### src/rtl/core/sdspi_pkg.sv
// Shared types and constants for the SD card SPI-mode init sequencer.
`default_nettype none

package sdspi_pkg;

    // Request codes carried in the op field
    typedef enum logic [1:0] {
        OP_INIT  = 2'd0,
        OP_READ  = 2'd1,
        OP_WRITE = 2'd2,
        OP_RX    = 2'd3
    } t_op;

    // One input transaction
    typedef struct packed {
        t_op         op;
        logic [31:0] sector;
        logic [7:0]  rx_byte;
    } t_in_item;

    // One result transaction
    typedef struct packed {
        logic       kind;
        logic [7:0] tx_byte;
        logic       select_active;
        logic       full_speed;
        logic       success;
        logic       high_capacity;
    } t_out_item;

    // Result kinds
    localparam logic KIND_TX   = 1'b0;
    localparam logic KIND_DONE = 1'b1;

    // Polling and retry limits
    localparam logic [15:0] POLL_LIMIT  = 16'hFFFF;
    localparam logic [7:0]  RETRY_LIMIT = 8'hFF;

    // Frame positions: dummy, command, four argument bytes, CRC, then polling
    localparam logic [2:0] IDX_CRC  = 3'd6;
    localparam logic [2:0] IDX_POLL = 3'd7;
    localparam logic [2:0] IDX_REPLY_LAST = 3'd3;

    // Byte values
    localparam logic [7:0]  BYTE_IDLE  = 8'hFF;
    localparam logic [7:0]  CRC_CMD0   = 8'h95;
    localparam logic [7:0]  CRC_CMD8   = 8'h87;
    localparam logic [7:0]  R7_CHECK   = 8'hAA;
    localparam logic [31:0] ARG_CMD8   = 32'h0000_01AA;
    localparam logic [31:0] ARG_HCS    = 32'h4000_0000;
    localparam logic [31:0] ARG_BLKLEN = 32'd512;

    // Command bytes (start bit pattern 0x40 with the command index)
    localparam logic [7:0] CMD_GO_IDLE   = 8'h40;
    localparam logic [7:0] CMD_SEND_OP   = 8'h41;
    localparam logic [7:0] CMD_IF_COND   = 8'h48;
    localparam logic [7:0] CMD_BLOCKLEN  = 8'h50;
    localparam logic [7:0] CMD_READ_BLK  = 8'h51;
    localparam logic [7:0] CMD_WRITE_BLK = 8'h58;
    localparam logic [7:0] CMD_APP_OP    = 8'h69;
    localparam logic [7:0] CMD_APP       = 8'h77;
    localparam logic [7:0] CMD_READ_OCR  = 8'h7A;

endpackage

`default_nettype wire

### src/rtl/core/sdspi_in_stage.sv
// Input register that captures one request or received-byte transaction.
`default_nettype none

module sdspi_in_stage (
    input  wire                 i_clk,
    input  wire                 i_rst_n,
    input  wire                 i_valid,
    output logic                o_stall,
    input  sdspi_pkg::t_in_item i_item,
    input  wire                 i_take,
    output logic                o_valid,
    output sdspi_pkg::t_in_item o_item
);
    import sdspi_pkg::*;

    logic     r_valid;
    t_in_item r_item;

    // Hold while a captured transaction waits for the core
    assign o_stall = r_valid && !i_take;
    assign o_valid = r_valid;
    assign o_item  = r_item;

    // Refill whenever the register is empty or being drained
    always_ff @(posedge i_clk) begin
        if (!i_rst_n) begin
            r_valid <= 1'b0;
        end else if (!r_valid || i_take) begin
            r_valid <= i_valid;
        end
        if ((!r_valid || i_take) && i_valid) begin
            r_item <= i_item;
        end
    end

endmodule

`default_nettype wire

### src/rtl/core/sdspi_core.sv
// Sequencer state and the combinational next-byte decision logic.
`default_nettype none

module sdspi_core (
    input  wire                  i_clk,
    input  wire                  i_rst_n,
    input  wire                  i_fire,
    input  sdspi_pkg::t_in_item  i_item,
    output logic                 o_res_valid,
    output sdspi_pkg::t_out_item o_res
);
    import sdspi_pkg::*;

    typedef enum logic [3:0] {
        PH_IDLE, PH_CMD0, PH_CMD8, PH_R7, PH_HC55, PH_HC41, PH_CMD58,
        PH_OCR, PH_FB55, PH_FB41, PH_CMD1, PH_CMD16, PH_READ, PH_WRITE
    } t_phase;

    t_phase      r_phase, n_phase;
    logic [2:0]  r_idx, n_idx;
    logic [31:0] r_arg, n_arg;
    logic [15:0] r_poll, n_poll;
    logic [7:0]  r_retry, n_retry;
    logic        r_hc, n_hc;
    logic        r_speed, n_speed;
    // Only the bits later inspected are kept from the reply bytes
    logic        r_b0_hcs, n_b0_hcs;
    logic [3:0]  r_b2_lo, n_b2_lo;

    // Combinational working values
    logic        go;
    t_phase      go_ph;
    logic [31:0] go_arg;
    logic        fin;
    logic        fin_ok;
    logic        rt;
    t_phase      rt_first;
    t_phase      rt_fb;
    logic [7:0]  retry_inc;
    logic        idle_ok;
    logic [7:0]  rx;
    logic        res_valid;
    logic        res_kind;
    logic [7:0]  res_tx;
    logic        res_ok;

    // Command byte for a phase
    function automatic logic [7:0] cmd_byte(input t_phase ph);
        logic [7:0] b;
        unique case (ph)
            PH_CMD0:          b = CMD_GO_IDLE;
            PH_CMD8:          b = CMD_IF_COND;
            PH_HC55, PH_FB55: b = CMD_APP;
            PH_HC41, PH_FB41: b = CMD_APP_OP;
            PH_CMD58:         b = CMD_READ_OCR;
            PH_CMD1:          b = CMD_SEND_OP;
            PH_CMD16:         b = CMD_BLOCKLEN;
            PH_READ:          b = CMD_READ_BLK;
            default:          b = CMD_WRITE_BLK;
        endcase
        return b;
    endfunction

    // Byte of the command frame at a given position
    function automatic logic [7:0] frame_byte(input logic [2:0] idx, input t_phase ph,
                                              input logic [31:0] arg);
        logic [7:0] b;
        unique case (idx)
            3'd1:    b = cmd_byte(ph);
            3'd2:    b = arg[31:24];
            3'd3:    b = arg[23:16];
            3'd4:    b = arg[15:8];
            3'd5:    b = arg[7:0];
            IDX_CRC: b = (ph == PH_CMD8) ? CRC_CMD8 : CRC_CMD0;
            default: b = BYTE_IDLE;
        endcase
        return b;
    endfunction

    // Decide the next byte or completion and the next state
    always_comb begin
        n_phase  = r_phase;
        n_idx    = r_idx;
        n_arg    = r_arg;
        n_poll   = r_poll;
        n_retry  = r_retry;
        n_hc     = r_hc;
        n_speed  = r_speed;
        n_b0_hcs = r_b0_hcs;
        n_b2_lo  = r_b2_lo;

        res_valid = 1'b1;
        res_kind  = KIND_TX;
        res_tx    = BYTE_IDLE;
        res_ok    = 1'b0;

        go       = 1'b0;
        go_ph    = PH_IDLE;
        go_arg   = '0;
        fin      = 1'b0;
        fin_ok   = 1'b0;
        rt       = 1'b0;
        rt_first = PH_IDLE;
        rt_fb    = PH_IDLE;

        rx        = i_item.rx_byte;
        idle_ok   = (rx[7:1] == 7'd0);
        retry_inc = r_retry + 8'd1;

        unique case (i_item.op)
            OP_INIT: begin
                n_speed = 1'b0;
                n_hc    = 1'b0;
                n_retry = '0;
                go      = 1'b1;
                go_ph   = PH_CMD0;
            end
            OP_READ, OP_WRITE: begin
                go     = 1'b1;
                go_ph  = (i_item.op == OP_READ) ? PH_READ : PH_WRITE;
                go_arg = r_hc ? i_item.sector : {i_item.sector[22:0], 9'd0};
            end
            default: begin
                if (r_phase == PH_IDLE) begin
                    // Drop stray bytes while idle
                    res_valid = 1'b0;
                end else if (r_phase == PH_R7 || r_phase == PH_OCR) begin
                    if (r_idx < IDX_REPLY_LAST) begin
                        if (r_idx == 3'd0) begin
                            n_b0_hcs = rx[6];
                        end
                        if (r_idx == 3'd2) begin
                            n_b2_lo = rx[3:0];
                        end
                        n_idx = r_idx + 3'd1;
                    end else if (r_phase == PH_R7) begin
                        n_retry = '0;
                        go      = 1'b1;
                        go_ph   = (r_b2_lo == 4'd1 && rx == R7_CHECK) ? PH_HC55 : PH_FB55;
                    end else begin
                        if (r_b0_hcs) begin
                            n_hc = 1'b1;
                        end
                        go     = 1'b1;
                        go_ph  = PH_CMD16;
                        go_arg = ARG_BLKLEN;
                    end
                end else if (r_idx < IDX_CRC) begin
                    n_idx  = r_idx + 3'd1;
                    res_tx = frame_byte(r_idx + 3'd1, r_phase, r_arg);
                end else if (r_idx == IDX_CRC) begin
                    n_idx  = IDX_POLL;
                    n_poll = '0;
                end else if (rx == BYTE_IDLE && r_poll < POLL_LIMIT) begin
                    n_poll = r_poll + 16'd1;
                end else begin
                    // Act on the command response
                    unique case (r_phase)
                        PH_CMD0: begin
                            go     = 1'b1;
                            go_ph  = PH_CMD8;
                            go_arg = ARG_CMD8;
                        end
                        PH_CMD8: begin
                            if (idle_ok) begin
                                n_phase = PH_R7;
                                n_idx   = '0;
                            end else begin
                                n_retry = '0;
                                go      = 1'b1;
                                go_ph   = PH_FB55;
                            end
                        end
                        PH_HC55: begin
                            if (idle_ok) begin
                                go     = 1'b1;
                                go_ph  = PH_HC41;
                                go_arg = ARG_HCS;
                            end else begin
                                rt       = 1'b1;
                                rt_first = PH_HC55;
                                rt_fb    = PH_FB55;
                            end
                        end
                        PH_HC41: begin
                            if (rx == 8'd0) begin
                                go    = 1'b1;
                                go_ph = PH_CMD58;
                            end else begin
                                rt       = 1'b1;
                                rt_first = PH_HC55;
                                rt_fb    = PH_FB55;
                            end
                        end
                        PH_CMD58: begin
                            if (rx == 8'd0) begin
                                n_phase = PH_OCR;
                                n_idx   = '0;
                            end else begin
                                go     = 1'b1;
                                go_ph  = PH_CMD16;
                                go_arg = ARG_BLKLEN;
                            end
                        end
                        PH_FB55: begin
                            if (idle_ok) begin
                                go     = 1'b1;
                                go_ph  = PH_FB41;
                                go_arg = ARG_HCS;
                            end else begin
                                rt       = 1'b1;
                                rt_first = PH_FB55;
                                rt_fb    = PH_CMD1;
                            end
                        end
                        PH_FB41: begin
                            if (rx == 8'd0) begin
                                go     = 1'b1;
                                go_ph  = PH_CMD16;
                                go_arg = ARG_BLKLEN;
                            end else begin
                                rt       = 1'b1;
                                rt_first = PH_FB55;
                                rt_fb    = PH_CMD1;
                            end
                        end
                        PH_CMD1: begin
                            if (rx == 8'd0) begin
                                go     = 1'b1;
                                go_ph  = PH_CMD16;
                                go_arg = ARG_BLKLEN;
                            end else begin
                                rt       = 1'b1;
                                rt_first = PH_CMD1;
                                rt_fb    = PH_IDLE;
                            end
                        end
                        PH_CMD16: begin
                            fin = 1'b1;
                            if (rx == 8'd0) begin
                                n_speed = 1'b1;
                                fin_ok  = 1'b1;
                            end
                        end
                        default: begin
                            fin    = 1'b1;
                            fin_ok = (rx == 8'd0);
                        end
                    endcase
                end
            end
        endcase

        // Failed try: retry, or move on to the fallback (or finish if none) once the limit is hit
        if (rt) begin
            if (retry_inc >= RETRY_LIMIT) begin
                n_retry = '0;
                if (rt_fb == PH_IDLE) begin
                    fin = 1'b1;
                end else begin
                    go    = 1'b1;
                    go_ph = rt_fb;
                end
            end else begin
                n_retry = retry_inc;
                go      = 1'b1;
                go_ph   = rt_first;
            end
        end

        // Open a new command frame
        if (go) begin
            n_phase = go_ph;
            n_idx   = '0;
            n_arg   = go_arg;
            n_poll  = '0;
        end

        // Complete the request
        if (fin) begin
            n_phase  = PH_IDLE;
            n_idx    = '0;
            res_kind = KIND_DONE;
            res_tx   = 8'd0;
            res_ok   = fin_ok;
        end
    end

    assign o_res_valid         = res_valid;
    assign o_res.kind          = res_kind;
    assign o_res.tx_byte       = res_tx;
    assign o_res.select_active = (res_kind == KIND_TX);
    assign o_res.full_speed    = n_speed;
    assign o_res.success       = res_ok;
    assign o_res.high_capacity = n_hc;

    // Advance the state on every taken transaction
    always_ff @(posedge i_clk) begin
        if (!i_rst_n) begin
            r_phase <= PH_IDLE;
            r_idx   <= '0;
            r_arg   <= '0;
            r_poll  <= '0;
            r_retry <= '0;
            r_hc    <= 1'b0;
            r_speed <= 1'b0;
        end else if (i_fire) begin
            r_phase <= n_phase;
            r_idx   <= n_idx;
            r_arg   <= n_arg;
            r_poll  <= n_poll;
            r_retry <= n_retry;
            r_hc    <= n_hc;
            r_speed <= n_speed;
        end
        if (i_fire) begin
            r_b0_hcs <= n_b0_hcs;
            r_b2_lo  <= n_b2_lo;
        end
    end

endmodule

`default_nettype wire

### src/rtl/core/sdspi_out_stage.sv
// Result register that holds one outgoing transaction until it is taken.
`default_nettype none

module sdspi_out_stage (
    input  wire                  i_clk,
    input  wire                  i_rst_n,
    input  wire                  i_fire,
    input  wire                  i_res_valid,
    input  sdspi_pkg::t_out_item i_res,
    output logic                 o_advance,
    output logic                 o_valid,
    input  wire                  i_stall,
    output sdspi_pkg::t_out_item o_item
);
    import sdspi_pkg::*;

    logic      r_valid;
    t_out_item r_item;

    // Free to load when empty or when the held result leaves this cycle
    assign o_advance = !r_valid || !i_stall;
    assign o_valid   = r_valid;
    assign o_item    = r_item;

    always_ff @(posedge i_clk) begin
        if (!i_rst_n) begin
            r_valid <= 1'b0;
        end else if (o_advance) begin
            r_valid <= i_fire && i_res_valid;
        end
        if (o_advance && i_fire && i_res_valid) begin
            r_item <= i_res;
        end
    end

endmodule

`default_nettype wire

### src/rtl/core/sd_spi_card_init_sequencer.sv
// Top level of the SD card SPI-mode init, read and write start sequencer.
// Path: the input register, the combinational decision logic, then the
// result register. Throughput: one transaction per cycle while the output
// is not stalled; the input register drains into the result register.
// Reset (synchronous, active low) returns to idle, clears the speed and
// high-capacity flags and empties both registers.
`default_nettype none

module sd_spi_card_init_sequencer (
    input  wire                  i_clk,
    input  wire                  i_rst_n,
    input  wire                  i_in_valid,
    output logic                 o_in_stall,
    input  sdspi_pkg::t_in_item  i_in_item,
    output logic                 o_out_valid,
    input  wire                  i_out_stall,
    output sdspi_pkg::t_out_item o_out_item
);
    import sdspi_pkg::*;

    logic      in_valid;
    t_in_item  in_item;
    logic      advance;
    logic      fire;
    logic      res_valid;
    t_out_item res;

    // Take the held transaction whenever the result register can load
    assign fire = in_valid && advance;

    sdspi_in_stage u_in (
        .i_clk   (i_clk),
        .i_rst_n (i_rst_n),
        .i_valid (i_in_valid),
        .o_stall (o_in_stall),
        .i_item  (i_in_item),
        .i_take  (advance),
        .o_valid (in_valid),
        .o_item  (in_item)
    );

    sdspi_core u_core (
        .i_clk       (i_clk),
        .i_rst_n     (i_rst_n),
        .i_fire      (fire),
        .i_item      (in_item),
        .o_res_valid (res_valid),
        .o_res       (res)
    );

    sdspi_out_stage u_out (
        .i_clk       (i_clk),
        .i_rst_n     (i_rst_n),
        .i_fire      (fire),
        .i_res_valid (res_valid),
        .i_res       (res),
        .o_advance   (advance),
        .o_valid     (o_out_valid),
        .i_stall     (i_out_stall),
        .o_item      (o_out_item)
    );

endmodule

`default_nettype wire

### config.mk
export PLATFORM = sky130hd
export DESIGN_NAME = sd_spi_card_init_sequencer
export DESIGN_NICKNAME = d
export VERILOG_FILES = /design/src/rtl/core/sdspi_pkg.sv /design/src/rtl/core/sdspi_in_stage.sv /design/src/rtl/core/sdspi_core.sv /design/src/rtl/core/sdspi_out_stage.sv /design/src/rtl/core/sd_spi_card_init_sequencer.sv
export SDC_FILE = /design/constraint.sdc
export NUM_CORES = 1
export LEC_CHECK = 0
export BUFFER_PORTS_ARGS = -buffer_cell sky130_fd_sc_hd__buf_4
export CAP_MARGIN = 5
export CORE_AREA = 2 2 128 193
export DETAILED_ROUTE_END_ITERATION = 8
export DIE_AREA = 0 0 130 195
export SYNTH_ARGS = -nofsm -noshare
export SYNTH_HDL_FRONTEND = slang
export SYNTH_HIERARCHICAL = 1
export SYNTH_SLANG_ARGS = --single-unit
### constraint.sdc
create_clock -name i_clk -period 5.27 [get_ports i_clk]
set_clock_uncertainty 0.1 [all_clocks]
set_input_delay 0.527 -clock i_clk [delete_from_list [all_inputs] [get_ports i_clk]]
set_output_delay 0.527 -clock i_clk [all_outputs]
set_load 0.05 [all_outputs]
## After elaboration in Yosys (flattened, before gate mapping)

Memory sizes are Yosys's and may differ from the RTL's. A register that Yosys moved wholly into a read port is not among the register bits.
Index checks and enable logic that the tools add are counted.
W data, S select, Z words.

| operators by class | value |
|---|---|
| shift operators | 0 |
| mux-type cells | 152 |
| equality and inequality tests | 48 |
| divide/modulo/power cells | 0 |
| order comparisons | 4 |
| multiply operators | 0 |
| reduce and logical (&&, ||, !) cells | 39 |
| add/subtract/negate cells | 3 |
| bitwise logic cells | 4 |

Operators by type and width:

| kind | number |
|---|---|
| $mux W32 | 7 |
| $mux W4 | 42 |
| $pmux W32 S4 | 1 |
| $mux W8 | 15 |
| $mux W16 | 7 |
| $pmux W32 S2 | 1 |
| $pmux W8 S6 | 1 |
| $mux W1 | 46 |
| $mux W3 | 15 |
| $mux W31 | 1 |
| $mux W10 | 3 |
| $pmux W4 S7 | 1 |
| $pmux W4 S5 | 1 |
| $reduce_and A10 Y1 | 2 |
| $ne A3 B1 Y1 const B | 6 |
| $reduce_and A6 Y1 | 3 |
| $add A16 B1 Y16 const B | 1 |
| $eq A4 B3 Y1 const B | 4 |
| $eq A4 B4 Y1 const B | 4 |
| $eq A8 B8 Y1 const B | 2 |
| $lt A16 B16 Y1 const B | 1 |
| $ne A4 B2 Y1 const B | 4 |
| $pmux W4 S2 | 2 |
| $pmux W4 S4 | 1 |
| other kinds (42) | 79 |

| word-level totals | value |
|---|---|
| memory bits (read-only) | 96 |
| bits in latches | 0 |
| output and inout bits | 15 |
| memory bits (writable) | 0 |
| register bits | 127 |
| word-level logic and storage cells | 271 |
| memories | 1 |
| input bits | 46 |

Memories:

| memory | words | width | read ports | clocked after Yosys merged registers in | wr ports | RTL line | source |
|---|---|---|---|---|---|---|---|
| (no name shown) | 16 | 6 | 1 | 1 | 0 | sdspi_core.sv:50 | `unique case (ph)` |

## Longest topological paths before layout

Gate-level depths: netlist (run 1).

| depth | value |
|---|---|
| word-level depth | 17 |
| gate-level depth with buffers | 15 |
| depth with buffers taken out | 14 |

## Cells and area by module

Netlist (run 1), hierarchy kept.

By module, submodules not included:

| module | sequential area each (sq um) | area each (sq um) | cells an instance | instances |
|---|---|---|---|---|
| sdspi_core | 1571.5 | 5243.8 | 657 | 1 |
| sdspi_in_stage | 1281.2 | 1308.8 | 46 | 1 |
| sdspi_out_stage | 410.4 | 436.7 | 18 | 1 |
| sd_spi_card_init_sequencer | 0.0 | 6.3 | 1 | 1 |

## Least setup slack after synthesis (run 1)

Ideal clock, no wire load.

| timing | value |
|---|---|
| kind | reg2reg |
| start | register u_out.r_valid, in the netlist u_out/o_valid |
| end | register u_in.r_item (netlist bit u_in/o_item[0]), enable pin |
| slack | 2056 ps |
| stages on the path, launching flop included | 4 |
| arrival time | 2667 ps |
| clock period less this slack | 3214 ps |
| library setup time | 446 ps |
| path buffers | 0 |
| data required time | 4724 ps |
| cell sequence | dfxtp_1 -> nand2_2 -> nor2b_4 -> nor2b_1 |

| between the ends | value |
|---|---|
| cells in the longest elaborated chain, start to end | 4 |

RTL lines:

| item | RTL line | source |
|---|---|---|
| start: declaration | sdspi_out_stage.sv:17 | `logic r_valid;` |
| start signal: assignment | sdspi_out_stage.sv:29 | `r_valid <= i_fire && i_res_valid;` |
| $logic_not A1 Y1 | sdspi_out_stage.sv:21 | `assign o_advance = !r_valid \|\| !i_stall;` |
| $logic_or A1 B1 Y1 | sdspi_out_stage.sv:21 |  |
| named net advance | sd_spi_card_init_sequencer.sv:23 | `logic advance;` |
| $logic_or A1 B1 Y1 | sdspi_in_stage.sv:31 | `if ((!r_valid \|\| i_take) && i_valid) begin` |
| $logic_and A1 B1 Y1 | sdspi_in_stage.sv:31 |  |
| end signal: assignment | sdspi_in_stage.sv:32 | `r_item <= i_item;` |
| end: declaration | sdspi_in_stage.sv:17 | `t_in_item r_item;` |

The timed path passes the listed nets, and every way through them passes these cells.
A chain may end at the register's enable or synchronous reset.

==> results of run 1 <==
routing by layer:
layer | routed length [um] | GRT usage (%) | share of wire, % | vias up
met5 | 0 | 0 | 0 | -
met4 | 768 | 8.124 | 4.1 | 0
met3 | 845 | 3.479 | 4.6 | 50
met2 | 9704 | 26.37 | 52 | 192
met1 | 7190 | 16.23 | 39 | 2710
li1 | - | - | - | 2794
stage by stage:
step	utilization [%]	total power, W	std cells	setup WS [ps]	cell area, um^2
detailed placement	32.57	0.001392	1059	1556	7676
CTS	35.07	0.002588	1091	1536	8265
finish	35.07	0.002558	1091	1467	8265
floorplan	-	0.001309	722	2056	6995
global route	35.07	0.002657	1091	1197	8265
global placement	32.57	0.001393	1059	1604	7676
critical path, stage by stage, from the launching register on:
cell	delay (ps)
dfxtp_1	460
inv_1	130
ha_1	430
and3b_1	420
o21ai_1	260
o31a_1	410
a21oi_2	280
o21ai_0	210
o21ai_1	290
nand2_1	160
ha_1	250
o211ai_1	180
o41ai_1	90
sequential cells by signal, summed over array words and instances (netlist names), named ones only:
name	count
u_out/o_item	13
u_core/r_idx	3
u_in/o_item	42
u_core/r_poll	16
u_core/r_arg	32
u_core/r_b2_lo	4
u_core/r_phase	4
u_out/o_valid	1
u_core/r_retry	8
u_core/r_speed	1
u_core/r_hc	1
u_in/o_valid	1
u_core/r_b0_hcs	1
placed cells by master, fill, tap and decap left out, drive strengths merged, types with 17 or more instances in the layout:
master  instances
a21oi          71
buf            66
clkbuf         19
dfxtp          73
edfxtp         60
ha             17
inv            18
mux2i          27
nand2          82
nand3          24
nor2           38
o21ai          33
or3            28
where the power goes:
| group | internal, W | switching (W) |
|---|---|---|
| logic | 0.0000824 | 0.000134 |
| registers | 0.00112 | 0.0000347 |
| clock network | 0.000741 | 0.000445 |
Yosys cell counts (4+ instances only):
| cell | n | area (um^2) |
|---|---|---|
| o21ai_1 | 11 | 55.05 |
| o41ai_1 | 4 | 35.03 |
| and3_1 | 4 | 25.02 |
| a21boi_0 | 6 | 45.04 |
| nor4_1 | 4 | 25.02 |
| a311oi_1 | 4 | 35.03 |
| a21o_1 | 5 | 37.54 |
| nand4_1 | 10 | 62.56 |
| a21oi_1 | 68 | 340.3 |
| xor2_1 | 4 | 35.03 |
| dfxtp_1 | 73 | 1461 |
| clkbuf_1 | 24 | 90.09 |
| nand3_1 | 23 | 115.1 |
| or3_1 | 28 | 175.2 |
| and2_1 | 5 | 31.28 |
| o21ai_0 | 22 | 110.1 |
| inv_1 | 14 | 52.55 |
| edfxtp_1 | 60 | 1802 |
| buf_1 | 6 | 22.52 |
| mux2i_1 | 27 | 270.3 |
| buf_4 | 5 | 37.54 |
| a31oi_1 | 7 | 43.79 |
| o211ai_1 | 7 | 52.55 |
| buf_2 | 12 | 60.06 |
| nand2b_1 | 7 | 43.79 |
| nor3b_1 | 7 | 52.55 |
| a41oi_1 | 4 | 35.03 |
| nor3_1 | 15 | 75.07 |
| nor2_1 | 38 | 142.6 |
| or4_1 | 9 | 67.56 |
| ha_1 | 17 | 212.7 |
| nand2_1 | 81 | 304.0 |
| a222oi_1 | 6 | 60.06 |
| o21a_1 | 14 | 105.1 |
| o31ai_1 | 8 | 60.06 |
| a221o_1 | 4 | 40.04 |
logic make-up (layout without fill, tap and decap cells):
| logic type | count (synthesis) | after routing |
|---|---|---|
| AND/OR/NAND/NOR | 263 | 263 |
| adder cells (fa/ha/maj) | 18 | 18 |
| buffers and inverters | 65 | 115 |
| XOR/XNOR | 7 | 7 |
| AO/OA/AOI/OAI | 207 | 207 |
| multiplexers | 29 | 29 |
| flip-flops | 133 | 133 |
cell type report:
type / count / area, um^2 / share of cell area, %
multi-input cells: 524 / 3455 / 41.80
clock inverters: 13 / 156.4 / 1.892
flip-flops and latches: 133 / 3263 / 39.48
inverters: 17 / 63.81 / 0.7720
repair buffers: 66 / 495.5 / 5.995
well taps: 319 / 399.1 / 4.829
clock buffers: 19 / 432.9 / 5.238
final timing paths:
path	end	slack (ps)	cells after the start
setup / recovery	flip-flop	1470	12
hold / removal	u_in/o_item[31]$_DFFE_PP_	170	1
setup reg to reg	flip-flop	1470	12
hold reg to reg	u_core/r_arg[2]$_SDFFE_PN0P_	350	2
==> run summary, run 1 <==
Status -> completed
Via count -> 5746
Worst-path fanout max -> 15
Hold_ws -> 170.9 ps
CP Data Arrival Time -> 3990 ps
Largest family of logic cells by synthesized area -> simple AND/OR/NAND/NOR gates
Hold Crit Class -> primary input to flip-flop
Routed len/inst -> 16.96 um
Setup TNS Final -> 0 ps
Hold Vio Cnt, Final -> 0
Pin count of the biggest net entering global routing -> 50
YS warnings -> 6
Total of max-cap violations -> 0
Pwr/cell area -> 309.5 nW/um^2
Number of CTS-inserted buffers -> 17
Layout cells sized above 1 -> 16.19%
Chip Width -> 130 um
Worst setup SP type -> flip-flop
RR Startpoint -> u_core/r_idx[0]$_SDFFE_PN0P_
Post-synthesis simple-gate area fraction -> 20.62%
Max frequency -> 263.0 MHz
Slew at the pin closest to its max-slew limit -> 997.1 ps
Final setup fails -> 0
Proportion of synthesized area in mux cells -> 4.185%
Initial Utilization -> 29.68%
Area Growth Syn to Fin -> 18.15%
Total GRT Usage -> 14.95%
Port buffer count -> 60
Crit end category -> flip-flop
Yosys cell types -> 89
Max_slew headroom -> 33.08%
Critical path launch point -> u_core/r_idx[0]$_SDFFE_PN0P_
Synth Area in Adders -> 3.184%
Die area -> 25350 um^2
Post-Syn Nets -> 785
H-tree levels -> 4
GPL Wtd Cong -> 1.012
Number of flops mapped to enable cells by yosys -> 60
Cells after Synth -> 722
Site row count -> 69
Required time of the worst setup path -> 5460 ps
Setup bufs post-CTS -> 0
# IOs -> 61
Routed wire length -> 18510 um
Minimum clock period -> 3803 ps
Cell area after synthesis -> 6995 um^2
Mean Syn Cell Area -> 9.689 um^2
Residual DRC -> 0
Post-route clock period utilization -> 72.16%
Fraction of registers with async set/reset -> 0%
Core Footprint -> 23570 um^2
Worst VDD drop -> 0.0002228 V
Complex-gate fraction of the synthesized area -> 20.41%
CTS tree -> yes
Net count, final -> 822
Clk Latency, worst-skew pair -> 430 ps
Detailed Place HPWL -> 13420 um
Detail Route Antenna Nets -> 0
Antenna diodes -> 0
DRT Pass-1 Iters -> 6
Die height -> 195 um
Clk buf depth -> 2
Clk sinks -> 133
XOR/XNOR Fraction of Synth Area -> 0.8764%
Hold Buf Count CTS -> 0
Clock slew at reported path FFs -> 60 ps
P_leak -> 2.713 nW
First-pass GRT wire length -> 29210 um
Initial DRC count -> 474
Slew Limit Fails -> 0
Min-delay src -> i_in_item[31]
Vias in the first global route -> 5580
Setup CP Type -> flip-flop to flip-flop
Vias per cell -> 5.267
Flops & latches, synth -> 133
Initial antenna violation count -> 0
Total global routing overflow -> 0
Ys flop type -> dfxtp_1
RSZ-0062 raised after global routing -> false
Clock Tree Root -> clkbuf_16
Cts repair resizes -> 0
Layout fillers -> 2402
Sequential share of the synthesized area -> 46.65%
Note: power is estimated with default switching activity, not from simulation.
==> run 2: changes to the inputs <==
- clock period: 5.27 -> 3.21 ns (I/O delays scaled with it)
==> run summary, run 2 (synthesis gave the netlist of run 1 again) <==
Reg2Reg Depth -> 9
Die height -> 195 um
Clk Latency, worst-skew pair -> 430 ps
Worst-path fanout max -> 7
RR Startpoint -> u_in/o_item[2]$_DFFE_PP_
Critical path launch point -> u_in/o_item[2]$_DFFE_PP_
Max frequency -> 321.8 MHz
Status -> completed
Commonest cells after routing, fill and taps aside -> buf_4 (148), nand2_1 (81), dfxtp_1 (69), a21oi_1 (67), edfxtp_1 (60)
Initial DRC count -> 375
Residual DRC -> 0
Hold endpoint -> u_in/o_valid$_SDFFE_PN0P_
Setup CP Type -> flip-flop to flip-flop
Max reg flops -> 42
Hold_ws -> 19.96 ps
Hold Crit Class -> primary input to flip-flop
Clock Tree Root -> clkbuf_16
Antenna diodes -> 0
Total of max-cap violations -> 0
Initial antenna violation count -> 0
GPL Wtd Cong -> 0.9609
Reg-to-reg slack, setup -> 100 ps
Net count, final -> 947
P_leak -> 3.327 nW
Minimum clock period -> 3107 ps
Clk sinks -> 133
Detailed Place HPWL -> 14660 um
Required time of the worst setup path -> 3430 ps
Worst VDD drop -> 0.0004167 V
Routed len/inst -> 16.83 um
Slew at the pin closest to its max-slew limit -> 1059 ps
Die area -> 25350 um^2
Clk buf depth -> 2
Total global routing overflow -> 0
Vias in the first global route -> 6174
Area Growth Syn to Fin -> 34.66%
Layout fillers -> 2283
Post-place setup slack -> -69.08 ps
Setup WS post-layout -> 102.8 ps
CTS tree -> yes
H-tree levels -> 4
Site row count -> 69
Layout Utilization -> 39.97%
Pwr/cell area -> 469.2 nW/um^2
Initial Utilization -> 29.68%
Detail Route Antenna Nets -> 0
Max_slew headroom -> 29.00%
Post-route clock period utilization -> 96.80%
Routed wire length -> 20470 um
Most common cell after layout, fill and taps aside -> buf_4
Worst setup SP type -> flip-flop
Slew Limit Fails -> 0
First-pass GRT wire length -> 32550 um
Port buffer count -> 60
Hold path depth -> 2
Hold Vio Cnt, Final -> 0
Number of CTS-inserted buffers -> 17
DRT Pass-1 Iters -> 5
Chip Width -> 130 um
Pin count of the biggest net entering global routing -> 43
Layout cells sized above 1 -> 25.31%
CP Data Arrival Time -> 3330 ps
Min-delay src -> i_in_valid
Total GRT Usage -> 16.54%
Final setup fails -> 0
Clock slew at reported path FFs -> 60 ps
# IOs -> 61
Vias per cell -> 5.148
Core Footprint -> 23570 um^2
Via count -> 6260
Crit end category -> flip-flop
## run 2: timing repair
item                                    4_1_cts  5_1_grt
buffers inserted                              0        5
hold buffers                                 42        0
endpoints found under the setup margin        5       17
pin swaps                                     0        9
endpoints found under the hold margin        42        0
resized for setup                             2       19
## run 2: per-layer routing
metal / global-route usage (%) / share of wire [%] / vias up / routed length, um
met4: 8.801 / 4.4 / 0 / 898
li1: - / - / 3052 / -
met5: 0 / 0 / - / 0
met1: 17.45 / 38 / 2997 / 7844
met3: 3.041 / 3.2 / 51 / 659
met2: 30.42 / 54 / 160 / 11070
## run 2: power by group
group / internal (W) / switching [W] / leakage (nW) / total, W
combinational: 0.000224 / 0.000267 / 1.88 / 0.000490
sequential: 0.00184 / 0.0000419 / 1.15 / 0.00188
clock: 0.00127 / 0.000772 / 0.298 / 0.00205
total: 0.00334 / 0.00108 / 3.33 / 0.00442
## run 2: worst max path at each step
stage	end	slack [ps]	cells after the start
detailed placement	flip-flop	-70	11
floorplan	flip-flop	70	13
global route	flip-flop	-20	14
finish	flip-flop	100	9
CTS	flip-flop	20	12
global placement	flip-flop	-60	11
## run 2: worst max-delay path, cell delays in order, from the launching register on
cell and delay [ps]:
edfxtp_1 370, or3_1 570, or4_1 600, nor2_1 120, o221ai_1 210, a32o_1 340
a21oi_4 190, inv_2 100, or3_1 340, o41ai_1 70
## run 2: cell type report
class	count	area (um^2)	area share, %
multi-input cells	524	3517	37.34
flip-flops and latches	133	3268	34.69
inverters	17	63.81	0.6774
clock inverters	13	166.4	1.767
well taps	319	399.1	4.237
repair buffers	191	1551	16.47
clock buffers	19	454.2	4.821
## run 2: stage by stage
step | cells | TNS [ps] | power [W] | area, um^2
floorplan | 722 | 0 | 0.002148 | 6998
global placement | 1137 | -100.1 | 0.002353 | 8274
detailed placement | 1137 | -204.8 | 0.002351 | 8274
CTS | 1211 | 0 | 0.004455 | 9321
global route | 1216 | -46.47 | 0.004591 | 9420
finish | 1216 | 0 | 0.004420 | 9420
==> run 3: changes to the inputs <==
- CELL_PAD_IN_SITES_DETAIL_PLACEMENT: not set -> 0
- CELL_PAD_IN_SITES_GLOBAL_PLACEMENT: not set -> 1
- CORE_AREA: 2 2 128 193 -> 2 2 111 221
- DIE_AREA: 0 0 130 195 -> 0 0 113 223
- PLACE_DENSITY_LB_ADDON: not set -> 0.1
==> run summary, run 3 (synthesis gave the netlist of run 1 again) <==
Status -> finished with violations
Failing checks -> design-rule violations
Overall power -> 0.004316 W
CP delay by family, top -> compound AO/OA/AOI/OAI gates
Final setup fails -> 0
Clock slew at reported path FFs -> 60 ps
Port buffer count -> 60
RSZ-0062 raised after global routing -> true
Detail Route Antenna Nets -> 0
Max frequency -> 321.9 MHz
Gr busiest metal -> met2
CTS tree -> yes
RR Startpoint -> u_in/o_item[1]$_DFFE_PP_
CP Data Arrival Time -> 3320 ps
Layout Utilization -> 40.68%
Clk sinks -> 133
Pin count of the biggest net entering global routing -> 43
Worst VDD drop -> 0.0003412 V
Layout fillers -> 2375
Hold Vio Cnt, Final -> 0
P_leak -> 3.435 nW
Pwr/cell area -> 449.1 nW/um^2
DRT Pass-1 Iters -> 7
Residual DRC -> 6
Crit end category -> flip-flop
Clk buf depth -> 2
Reg-to-reg slack, setup -> 100 ps
Die area -> 25200 um^2
Initial DRC count -> 248
Number of CTS-inserted buffers -> 17
CP cell instances -> or4_4 > nor4_1 > o21ai_1 > a21o_1 > a221oi_4 > o21ai_2 > o21a_1 > nor2_2 > ha_2 > o211ai_1 > o211ai_1 > o41ai_1
Antenna diodes -> 0
Minimum clock period -> 3107 ps
Layout cells sized above 1 -> 27.98%
Met3 usage -> 3.559%
H-tree levels -> 4
Detailed Place HPWL -> 16090 um
Total global routing overflow -> 0
Core Footprint -> 23620 um^2
Routed len/inst -> 18.29 um
Clock Tree Root -> clkbuf_16
Initial antenna violation count -> 0
Site row count -> 80
Critical path launch point -> u_in/o_item[1]$_DFFE_PP_
Hold_ws -> 87.21 ps
Peak per-stage delay on the critical path -> 600 ps
Initial Utilization -> 29.61%
Met2 GRT Util -> 31.56%
Total GRT Usage -> 17.97%
Area Growth Syn to Fin -> 37.38%
Commonest cells after routing, fill and taps aside -> buf_4 (160), nand2_1 (80), dfxtp_1 (70), a21oi_1 (67), edfxtp_1 (60)
Slew Limit Fails -> 0
Routed wire length -> 21980 um
Die height -> 223 um
Max reg flops -> 42
CP most frequent cell -> o211ai_1
Post-route clock period utilization -> 96.78%
Worst setup SP type -> flip-flop
Clk Latency, worst-skew pair -> 450 ps
GR Layer Usage met1 -> 21.22%
Required time of the worst setup path -> 3420 ps
Vias in the first global route -> 6313
Max_slew headroom -> 31.32%
Hold Crit Class -> primary input to flip-flop
Via count -> 6207
GPL Wtd Cong -> 0.8839
Most common cell after layout, fill and taps aside -> buf_4
Buf+Inv Stages, Crit Path -> 0
Chip Width -> 113 um
Setup CP Type -> flip-flop to flip-flop
First-pass GRT wire length -> 34670 um
Worst-path fanout max -> 5
Reg2Reg Depth -> 12
Slowest-stage cell, CP -> or4_4
Setup TNS Final -> 0 ps
Vias per cell -> 5.164
Total of max-cap violations -> 0
# IOs -> 61
Slew at the pin closest to its max-slew limit -> 1024 ps
Crit. path cell count -> 12
Net count, final -> 965
[run 3: per-layer routing]
| metal | up-vias | share of wire (%) |
|---|---|---|
| li1 | 3081 | - |
| met1 | 2972 | 42 |
| met2 | 123 | 52 |
| met3 | 31 | 3.5 |
| met4 | 0 | 2.5 |
| met5 | - | 0 |
[run 3: how the worst min path moves through the flow]
stage | from | end | slack, ps | cells after the start
3_3_place_gp | u_core/r_arg[11]$_SDFFE_PN0P_ | u_core/r_arg[11]$_SDFFE_PN0P_ | 340 | 2
3_5_place_dp | u_core/r_arg[0]$_SDFFE_PN0P_ | u_core/r_arg[0]$_SDFFE_PN0P_ | 350 | 2
5_1_grt | i_out_stall | u_out/o_valid$_SDFFE_PN0P_ | 100 | 3
6_report | i_out_stall | u_out/o_valid$_SDFFE_PN0P_ | 90 | 3
4_1_cts | i_out_stall | u_out/o_valid$_SDFFE_PN0P_ | 60 | 3
2_1_floorplan | i_in_item[0] | u_in/o_item[0]$_DFFE_PP_ | 320 | 0
[run 3: through the flow]
step	std cells	setup slack, ps	area, um^2
finish	1202	103.3	9610
global route	1202	-78.48	9610
CTS	1198	19.58	9444
detailed placement	1121	-229.6	8392
global placement	1121	-196.1	8392
floorplan	722	69.07	6998
[run 3: where the power goes]
group | internal, W | leakage, nW | total, W | switching, W
logic | 0.000241 | 2.00 | 0.000523 | 0.000281
registers | 0.00184 | 1.15 | 0.00188 | 0.0000387
clock network | 0.00110 | 0.290 | 0.00191 | 0.000818
total | 0.00318 | 3.44 | 0.00432 | 0.00114
[run 3: cell type report]
type | instances | area [um^2] | share of cell area [%]
Sequential cell | 133 | 3267 | 33.99
Timing Repair Buffer | 208 | 1723 | 17.93
Multi-Input combinational cell | 525 | 3610 | 37.56
Inverter | 17 | 66.31 | 0.6900
Clock buffer | 20 | 478.0 | 4.973
Clock inverter | 12 | 107.6 | 1.120
Tap cell | 287 | 359.1 | 3.736
[run 3: tightest hold or removal path: stages]
cell and delay, ps:
buf_4 90, nand2_2 80, a21boi_2 110
[run 3: repair_timing]
action / CTS / global route
gates resized for setup: 7 / 29
hold endpoints to repair: 43 / 0
gates cloned: 0 / 1
setup endpoints to repair: 6 / 30
hold buffers: 43 / 0
pin swaps: 1 / 14
buffers inserted: 2 / 3
